--- src/rtl/isrd_pkg.sv ---
// Shared types, codes and defaults for the ISO 15693 response stream decoder.
package isrd_pkg;

  localparam int DEF_MAX_DECODED_BYTES = 128;
  localparam int DEF_MAX_FRAME_BYTES   = 256;
  localparam int QUEUE_DEPTH           = 4;
  localparam int SCAN_STEPS            = 5;

  localparam logic [4:0] SOF_CODE   = 5'h17;
  localparam logic [7:0] EOF_CODE   = 8'h1D;
  localparam logic [1:0] PAIR_ZERO  = 2'b01;
  localparam logic [1:0] PAIR_ONE   = 2'b10;
  localparam int         SCAN_START = 5;

  localparam logic KIND_DATA   = 1'b0;
  localparam logic KIND_STATUS = 1'b1;

  localparam logic [2:0] ST_OK       = 3'd0;
  localparam logic [2:0] ST_EMPTY    = 3'd1;
  localparam logic [2:0] ST_BAD_SOF  = 3'd2;
  localparam logic [2:0] ST_BAD_SYM  = 3'd3;
  localparam logic [2:0] ST_OVERFLOW = 3'd4;

  typedef struct packed {
    logic [7:0] rx_byte;
    logic [3:0] valid_bits;
    logic       last;
  } in_word_t;

  typedef struct packed {
    logic        kind;
    logic [7:0]  data_byte;
    logic [3:0]  data_bits;
    logic [2:0]  status;
    logic [10:0] bit_count;
    logic        run_last;
  } out_word_t;

  // Results one input word leaves behind, in delivery order: byte, partial, status.
  typedef struct packed {
    logic        has_byte;
    logic [7:0]  byte_val;
    logic        has_part;
    logic [7:0]  part_val;
    logic [2:0]  part_bits;
    logic        has_stat;
    logic [2:0]  stat;
    logic [10:0] cnt;
  } plan_t;

endpackage

--- src/rtl/iso15693_response_stream_decoder.sv ---
// Top level of the ISO 15693 card response stream decoder.
//
//   channel | direction | handshake            | word
//   --------+-----------+----------------------+-----------------------------------
//   in_     | input     | in_valid / in_ready  | rx_byte, valid_bits, last
//   out_    | output    | out_valid / out_ready| kind, data_byte, data_bits, status,
//           |           |                      | bit_count, run_last
//
// One stream word is taken per cycle while the plan queue has room; the front
// end scans all of its symbol windows (up to five two-bit steps) in the same
// cycle it is accepted. Each word leaves zero to three result words; the back
// end hands out one per cycle while out_ready is high; a word with several
// results stays at the queue head until its last is loaded. in_ready drops
// only while the plan queue is full; a stalled output stalls the back end
// alone until the queue fills. Reset is synchronous on rst_n low and clears
// the decode state, the queue and out_valid; no clearing pass is needed.
module iso15693_response_stream_decoder import isrd_pkg::*; #(
  parameter int MAX_DECODED_BYTES = DEF_MAX_DECODED_BYTES,
  parameter int MAX_FRAME_BYTES   = DEF_MAX_FRAME_BYTES
) (
  input  logic      clk,
  input  logic      rst_n,
  input  logic      in_valid,
  output logic      in_ready,
  input  in_word_t  in_data,
  output logic      out_valid,
  input  logic      out_ready,
  output out_word_t out_data
);

  logic  accept;
  logic  push;
  plan_t plan;
  logic  full;
  logic  head_valid;
  plan_t head;
  logic  pop;

  // a word is taken whenever the queue has room, results pending or not
  assign in_ready = !full;
  assign accept   = in_valid && in_ready;

  isrd_front #(
    .MaxDecodedBytes(MAX_DECODED_BYTES),
    .MaxFrameBytes  (MAX_FRAME_BYTES)
  ) u_front (
    .clk   (clk),
    .rst_n (rst_n),
    .accept(accept),
    .word  (in_data),
    .push  (push),
    .plan  (plan)
  );

  isrd_fifo u_fifo (
    .clk       (clk),
    .rst_n     (rst_n),
    .push      (push),
    .push_data (plan),
    .pop       (pop),
    .full      (full),
    .head_valid(head_valid),
    .head      (head)
  );

  isrd_back u_back (
    .clk       (clk),
    .rst_n     (rst_n),
    .head_valid(head_valid),
    .head      (head),
    .pop       (pop),
    .out_valid (out_valid),
    .out_ready (out_ready),
    .out_data  (out_data)
  );

endmodule

--- src/rtl/isrd_front.sv ---
// Front end: takes stream words, scans symbol windows and builds result plans.
module isrd_front import isrd_pkg::*; #(
  parameter int MaxDecodedBytes = DEF_MAX_DECODED_BYTES,
  parameter int MaxFrameBytes   = DEF_MAX_FRAME_BYTES
) (
  input  logic     clk,
  input  logic     rst_n,
  input  logic     accept,
  input  in_word_t word,
  output logic     push,
  output plan_t    plan
);

  localparam int FBW = $clog2(MaxFrameBytes * 8 + 16);
  localparam int DBW = $clog2(MaxDecodedBytes * 8 + 1);
  localparam logic [FBW-1:0] FRAME_LIMIT = FBW'(MaxFrameBytes * 8);
  localparam logic [DBW-1:0] DEC_LIMIT   = DBW'(MaxDecodedBytes * 8);
  localparam logic [FBW-1:0] SCAN_RESET  = FBW'(SCAN_START);

  typedef enum logic [3:0] {
    PH_IDLE = 4'b0001,
    PH_RUN  = 4'b0010,
    PH_DONE = 4'b0100,
    PH_ERR  = 4'b1000
  } phase_t;

  phase_t         phase_r, phase_nxt;
  logic [7:0]     prev_r, prev_nxt;
  logic [FBW-1:0] fbc_r, fbc_nxt;
  logic [FBW-1:0] scan_r, scan_nxt;
  logic [DBW-1:0] dec_r, dec_nxt;
  logic [7:0]     asm_r, asm_nxt;
  logic [2:0]     err_r, err_nxt;

  always_comb begin
    logic [3:0]   nb;
    logic [7:0]   rx_m;
    logic         first;
    logic         stop;
    logic [23:0]  win;
    logic [FBW:0] diff;
    logic [FBW:0] pos;
    logic [4:0]   off;
    logic [7:0]   w;
    logic         bitv;
    logic         out_range;

    nb        = word.last ? ((word.valid_bits > 4'd8) ? 4'd8 : word.valid_bits) : 4'd8;
    rx_m      = word.rx_byte & ~(8'hFF << nb);
    first     = (phase_r == PH_IDLE);
    stop      = 1'b0;
    win       = {8'h00, rx_m, prev_r};
    diff      = {1'b0, scan_r} + (FBW+1)'(8) - {1'b0, fbc_r};
    off       = diff[4:0];
    pos       = '0;
    w         = '0;
    bitv      = 1'b0;
    out_range = 1'b0;

    phase_nxt = first ? PH_RUN : phase_r;
    prev_nxt  = prev_r;
    fbc_nxt   = fbc_r;
    scan_nxt  = scan_r;
    dec_nxt   = dec_r;
    asm_nxt   = asm_r;
    err_nxt   = err_r;
    plan      = '0;

    if (phase_nxt == PH_RUN) begin
      if (fbc_r >= FRAME_LIMIT) begin
        phase_nxt = PH_ERR;
        err_nxt   = ST_OVERFLOW;
      end else begin
        prev_nxt = rx_m;
        fbc_nxt  = fbc_r + FBW'(nb);
        if (first) begin
          if (word.last && nb == 4'd0) begin
            phase_nxt = PH_ERR;
            err_nxt   = ST_EMPTY;
          end else if (rx_m[4:0] != SOF_CODE) begin
            phase_nxt = PH_ERR;
            err_nxt   = ST_BAD_SOF;
          end
        end
        // at most five two-bit steps fit in one stream word
        for (int k = 0; k < SCAN_STEPS; k++) begin
          if (phase_nxt == PH_RUN && !stop) begin
            pos       = {1'b0, scan_r} + (FBW+1)'(2 * k);
            out_range = word.last ? (pos + (FBW+1)'(5) >= {1'b0, fbc_nxt})
                                  : (pos + (FBW+1)'(8) >  {1'b0, fbc_nxt});
            if (out_range) begin
              stop = 1'b1;
            end else begin
              w        = 8'(win >> off);
              off      = off + 5'd2;
              scan_nxt = FBW'(pos + (FBW+1)'(2));
              if (w == EOF_CODE) begin
                phase_nxt = PH_DONE;
              end else if (w[1:0] != PAIR_ZERO && w[1:0] != PAIR_ONE) begin
                phase_nxt = PH_ERR;
                err_nxt   = ST_BAD_SYM;
              end else if (dec_nxt >= DEC_LIMIT) begin
                phase_nxt = PH_ERR;
                err_nxt   = ST_OVERFLOW;
              end else begin
                bitv                = (w[1:0] == PAIR_ONE);
                asm_nxt[dec_nxt[2:0]] = bitv;
                dec_nxt             = dec_nxt + DBW'(1);
                if (dec_nxt[2:0] == 3'd0) begin
                  plan.has_byte = 1'b1;
                  plan.byte_val = asm_nxt;
                  asm_nxt       = '0;
                end
              end
            end
          end
        end
      end
    end

    if (word.last) begin
      if (phase_nxt == PH_RUN) begin
        phase_nxt = PH_ERR;
        err_nxt   = ST_BAD_SYM;
      end
      plan.has_stat = 1'b1;
      if (phase_nxt == PH_DONE) begin
        if (dec_nxt[2:0] != 3'd0) begin
          plan.has_part  = 1'b1;
          plan.part_val  = asm_nxt;
          plan.part_bits = dec_nxt[2:0];
        end
        plan.stat = ST_OK;
        plan.cnt  = 11'(dec_nxt);
      end else begin
        plan.stat = err_nxt;
      end
      phase_nxt = PH_IDLE;
      prev_nxt  = '0;
      fbc_nxt   = '0;
      scan_nxt  = SCAN_RESET;
      dec_nxt   = '0;
      asm_nxt   = '0;
      err_nxt   = ST_OK;
    end
  end

  assign push = accept && (plan.has_byte || plan.has_part || plan.has_stat);

  always_ff @(posedge clk) begin
    if (!rst_n) begin
      phase_r <= PH_IDLE;
      prev_r  <= '0;
      fbc_r   <= '0;
      scan_r  <= SCAN_RESET;
      dec_r   <= '0;
      asm_r   <= '0;
      err_r   <= ST_OK;
    end else if (accept) begin
      phase_r <= phase_nxt;
      prev_r  <= prev_nxt;
      fbc_r   <= fbc_nxt;
      scan_r  <= scan_nxt;
      dec_r   <= dec_nxt;
      asm_r   <= asm_nxt;
      err_r   <= err_nxt;
    end
  end

endmodule

--- src/rtl/isrd_fifo.sv ---
// Short plan queue between the front end and the result sequencer.
module isrd_fifo import isrd_pkg::*; (
  input  logic  clk,
  input  logic  rst_n,
  input  logic  push,
  input  plan_t push_data,
  input  logic  pop,
  output logic  full,
  output logic  head_valid,
  output plan_t head
);

  localparam int PW = $clog2(QUEUE_DEPTH);
  localparam int CW = $clog2(QUEUE_DEPTH + 1);

  plan_t           mem [QUEUE_DEPTH];
  logic [PW-1:0]   wr_r, rd_r;
  logic [CW-1:0]   cnt_r;

  assign full       = (cnt_r == CW'(QUEUE_DEPTH));
  assign head_valid = (cnt_r != '0);
  assign head       = mem[rd_r];

  always_ff @(posedge clk) begin
    if (push) begin
      mem[wr_r] <= push_data;
    end
  end

  always_ff @(posedge clk) begin
    if (!rst_n) begin
      wr_r  <= '0;
      rd_r  <= '0;
      cnt_r <= '0;
    end else begin
      if (push) begin
        wr_r <= (wr_r == PW'(QUEUE_DEPTH - 1)) ? '0 : wr_r + PW'(1);
      end
      if (pop) begin
        rd_r <= (rd_r == PW'(QUEUE_DEPTH - 1)) ? '0 : rd_r + PW'(1);
      end
      if (push && !pop) begin
        cnt_r <= cnt_r + CW'(1);
      end else if (pop && !push) begin
        cnt_r <= cnt_r - CW'(1);
      end
    end
  end

endmodule

--- src/rtl/isrd_back.sv ---
// Back end: unpacks each plan into result words through an output register.
module isrd_back import isrd_pkg::*; (
  input  logic      clk,
  input  logic      rst_n,
  input  logic      head_valid,
  input  plan_t     head,
  output logic      pop,
  output logic      out_valid,
  input  logic      out_ready,
  output out_word_t out_data
);

  logic      busy_r, busy_nxt;
  logic [2:0] pend_r, pend_nxt;
  logic      out_valid_r;
  out_word_t out_data_r;
  out_word_t word;
  logic [2:0] cur, sel, rem;
  logic      load;

  always_comb begin
    cur  = busy_r ? pend_r : {head.has_stat, head.has_part, head.has_byte};
    sel  = cur[0] ? 3'b001 : (cur[1] ? 3'b010 : 3'b100);
    rem  = cur & ~sel;
    load = head_valid && (!out_valid_r || out_ready);
    pop  = load && (rem == 3'b000);

    word          = '0;
    word.run_last = (rem == 3'b000);
    if (sel[0]) begin
      word.kind      = KIND_DATA;
      word.data_byte = head.byte_val;
      word.data_bits = 4'd8;
    end else if (sel[1]) begin
      word.kind      = KIND_DATA;
      word.data_byte = head.part_val;
      word.data_bits = {1'b0, head.part_bits};
    end else begin
      word.kind      = KIND_STATUS;
      word.status    = head.stat;
      word.bit_count = head.cnt;
    end

    busy_nxt = busy_r;
    pend_nxt = pend_r;
    if (load) begin
      busy_nxt = (rem != 3'b000);
      pend_nxt = rem;
    end
  end

  always_ff @(posedge clk) begin
    if (!rst_n) begin
      busy_r      <= 1'b0;
      pend_r      <= '0;
      out_valid_r <= 1'b0;
    end else begin
      busy_r <= busy_nxt;
      pend_r <= pend_nxt;
      if (load) begin
        out_valid_r <= 1'b1;
      end else if (out_ready) begin
        out_valid_r <= 1'b0;
      end
    end
  end

  always_ff @(posedge clk) begin
    if (load) begin
      out_data_r <= word;
    end
  end

  assign out_valid = out_valid_r;
  assign out_data  = out_data_r;

endmodule
--- config.mk ---
export PLATFORM = sky130hd
export DESIGN_NAME = iso15693_response_stream_decoder
export DESIGN_NICKNAME = d
export VERILOG_FILES = /design/src/rtl/isrd_pkg.sv /design/src/rtl/iso15693_response_stream_decoder.sv /design/src/rtl/isrd_front.sv /design/src/rtl/isrd_fifo.sv /design/src/rtl/isrd_back.sv
export SDC_FILE = /design/constraint.sdc
export NUM_CORES = 1
export LEC_CHECK = 0
export ABC_AREA = 1
export BUFFER_PORTS_ARGS = -buffer_cell sky130_fd_sc_hd__buf_2
export CAP_MARGIN = 10
export CELL_PAD_IN_SITES_DETAIL_PLACEMENT = 1
export CELL_PAD_IN_SITES_GLOBAL_PLACEMENT = 1
export CORE_AREA = 10 10 247 249
export CTS_CLUSTER_SIZE = 30
export DETAILED_ROUTE_END_ITERATION = 10
export DIE_AREA = 0 0 257 259
export PLACE_DENSITY = 0.82
export SYNTH_ARGS = -nofsm -noshare
export SYNTH_HDL_FRONTEND = slang
export SYNTH_SLANG_ARGS = --single-unit
--- constraint.sdc ---
create_clock -name clk -period 10.5 [get_ports clk]
set_input_delay 1.05 -clock clk [delete_from_list [all_inputs] [get_ports clk]]
set_output_delay 1.05 -clock clk [all_outputs]
set_load 0.02 [all_outputs]
==> impl_metrics.json <==
{
  "fin_setup_tns_ns": 0,
  "yosysWarnings": 0,
  "final_max_slew_viol_count": 0,
  "synthTopCellsByArea": "edfxtp_1 (23%), nand2_1 (13%), ha_1 (8.8%), dfxtp_1 (6.4%), nor2_1 (6.1%)",
  "drv_cap": 0,
  "synth_cell_type_count": 78,
  "final_nets": 3396,
  "coreArea_sq_um": 56000,
  "syn_area_per_cell_sq_um": 7.06,
  "vias": 22300,
  "ioPinCount": 47,
  "path_clk_slew_ns": 0.06,
  "rows": 87,
  "fin_ws_ns": 0.775,
  "start_util_pct": 39.7,
  "tightestPinTransition_ns": 1.14,
  "ctsHtreeMaxLevel": 1,
  "min-delay-start": "u_front.dec_r[8]",
  "fin_crit_sh_pct": 92.6,
  "fillers": 7235,
  "grt_start_max_net_pins": 72,
  "fin_crit_ns": 9.73,
  "hold_viol": 0,
  "r2r_end": "u_fifo.cnt_r[2]",
  "cts.sinks": 239,
  "required_ns": 10.86,
  "ff2ff_path_depth": 51,
  "outcome": "completed",
  "synth_top_cell_by_area": "edfxtp_1",
  "antennaDiodeCount": 0,
  "track_usage_pct": 24.1,
  "worstHoldEndpoint": "u_front.dec_r[8]",
  "area_delta_synth_final_pct": 10.6,
  "cpMostUsedCell": "nand2_1",
  "cts_hold_buf": 0,
  "clkPwrFrac_pct": 16.2,
  "relSlewSlack_pct": 23.9,
  "switching_power_mw": 3.10,
  "drt-initial-drc-count": 1681,
  "cp-end-kind": "flop",
  "share_seq_of_total_power_pct": 21.2,
  "cts_tree": "built",
  "syn_area_sq_um": 22200,
  "cts_inserted_buffers": 27,
  "drc": 0,
  "cp-start-kind": "primary input",
  "overflow": 0,
  "antenna_found_initial": 1,
  "drt_wl_total_microns": 82900,
  "place_hpwl_microns": 65000,
  "setup_violations": 0,
  "yosys.area.top_type_share_pct": 22.7,
  "ys_async_sr_fraction_pct": 0,
  "sw_frac_of_total_pct": 53.1,
  "clock-root-buffer": "clkbuf_16",
  "yosysSeqAreaShare_pct": 29.1,
  "skew_ns": 0.0124,
  "die-area_sq_um": 66600,
  "hold_depth": 2,
  "grt_pass1_wl_microns": 129000,
  "p_leak_nw": 10.7,
  "synth_most_common_cell": "nand2_1",
  "gp_congestion": 1.01,
  "drt_pass1_iterations": 5,
  "reg2reg_from": "u_front.scan_r[0]",
  "port_buffers": 46,
  "path_max_fanout": 13,
  "routedWlPerCell_microns": 20.7,
  "dp_slack_ns": -0.112,
  "pwr-share-comb_pct": 62.6,
  "synth_nets": 3325,
  "critPathSlowestCell": "ha_1",
  "seqCellArea_sq_um": 6470,
  "peakVddDrop_uv": 163,
  "syn_inst": 3148,
  "p_int_mw": 2.74,
  "via_per_inst": 5.59,
  "fmax_mhz": 103,
  "die_y_microns": 259,
  "grt_pass1_vias": 22700,
  "synth_edf_count": 168,
  "cts_buffer_depth": 3,
  "cp.arrival_ns": 10.09,
  "drive_above_1_share_pct": 12.6,
  "worstSetupPathType": "in -> reg",
  "synth_commonest_cells": "nand2_1 (759), nor2_1 (361), inv_1 (303)",
  "die_x_microns": 257,
  "drtAntennaViolNets": 0,
  "powerDensity_nw_per_um2": 237,
  "synth_ff_type": "edfxtp_1",
  "multi_input_area_sq_um": 14100,
  "yosys_register_bits": 239,
  "hold_class": "reg -> reg",
  "reg2reg_slack_ns": 0.87,
  "cpPeakStageDelay_ns": 0.38,
  "clock_latency_ns": 0.56
}
==> cell type report <==
cell class                      count  share of cell area [%]
Tap cell                          756                    3.85
Inverter                          362                    5.55
Clock inverter                     14                   0.402
Multi-Input combinational cell   2462                    57.3
Clock buffer                       35                    3.16
Sequential cell                   239                    26.3
Timing Repair Buffer              127                    3.47
==> registers in the layout (all words and copies together) (netlist names), named ones only <==
name / cells
u_fifo.mem: 140
u_back.out_data: 28
u_front.fbc_r: 12
u_front.scan_r: 12
u_front.dec_r: 11
u_front.asm_r: 8
u_front.prev_r: 8
u_front.phase_r: 4
u_fifo.cnt_r: 3
u_front.err_r: 3
u_back.pend_r: 2
u_fifo.rd_r: 2
u_fifo.wr_r: 2
u_back.busy_r: 1
u_back.out_valid: 1
==> placed cells by master (no fill, tap or decap), types with 23 or more instances in the layout <==
master,count
inv_1,302
nor2_2,31
o21ai_0,224
dfxtp_1,70
nor3_1,32
a21oi_1,172
nand2_2,33
nor2_4,27
clkbuf_16,28
buf_2,46
edfxtp_1,168
ha_1,157
xor2_1,109
o22ai_1,23
nand3_1,211
o211ai_1,32
nand4_1,37
o21ai_1,32
inv_2,51
nand2_1,758
buf_4,77
nor2_1,349
==> worst max-delay path: cells and delay by family <==
| family | cells | cell delay, ns |
|---|---|---|
| and+or+nand+nor | 35 | 4.31 |
| buffers and inverters | 13 | 1.81 |
| AOI/OAI and AO/OA | 9 | 1.22 |
| adders and majority gates | 4 | 1.10 |
| xor gates and xnor gates | 2 | 0.55 |
==> layer usage <==
layer	global-route usage, %	vias to the layer above	part of all wire [%]
met5	0	-	0
met4	8.86	0	4.0
met3	2.58	188	5.3
met2	42.0	651	48
met1	30.4	10800	43
li1	-	10700	-
==> worst max path at each step <==
stage / start / endpoint / slack, ns / cells after the start
floorplan: in_data[0] / u_fifo.mem[0][10] / 0.02 / 54
global placement: in_data[0] / u_fifo.mem[0][20] / 0.21 / 59
finish: in_data[0] / u_fifo.mem[1][20] / 0.77 / 63
detailed placement: in_data[0] / u_fifo.mem[0][7] / -0.11 / 55
CTS: in_data[0] / u_fifo.mem[0][3] / 0.37 / 55
global route: in_data[0] / u_fifo.cnt_r[2] / -0.001 / 65
==> repair_timing <==
item / in CTS / in global routing
buffers inserted: 0 / 3
gates resized for setup: 0 / 23
setup endpoints to repair: 0 / 280
==> power by group through the flow <==
stage	logic [mW]	registers (mW)	clock network, mW
finish	3.65	1.24	0.944
global route	4.03	1.25	1.00
CTS	3.59	1.24	0.961
detailed placement	3.57	1.26	0
global placement	3.50	1.25	0
floorplan	2.44	1.32	0
==> metrics by stage <==
step	cells	util [%]	hold slack [ns]	instance area, sq um	power, mW
after floorplan	3148	-	0.445	22200	3.76
after detailed placement	3942	42.2	0.464	23600	4.83
final	3995	43.9	0.472	24600	5.83
after CTS	3991	43.7	0.474	24500	5.79
after global routing	3995	43.9	0.507	24600	6.28
after global placement	3942	42.2	0.454	23600	4.75
==> logic make-up after synthesis <==
family / share of synthesized area [%]
xor gates and xnor gates: 5.84
adders and majority gates: 9.11
and+or+nand+nor: 31.8
AOI/OAI and AO/OA: 16.0
DFF: 29.1
buffers and inverters: 8.17
(Power assumes the default switching activity.)
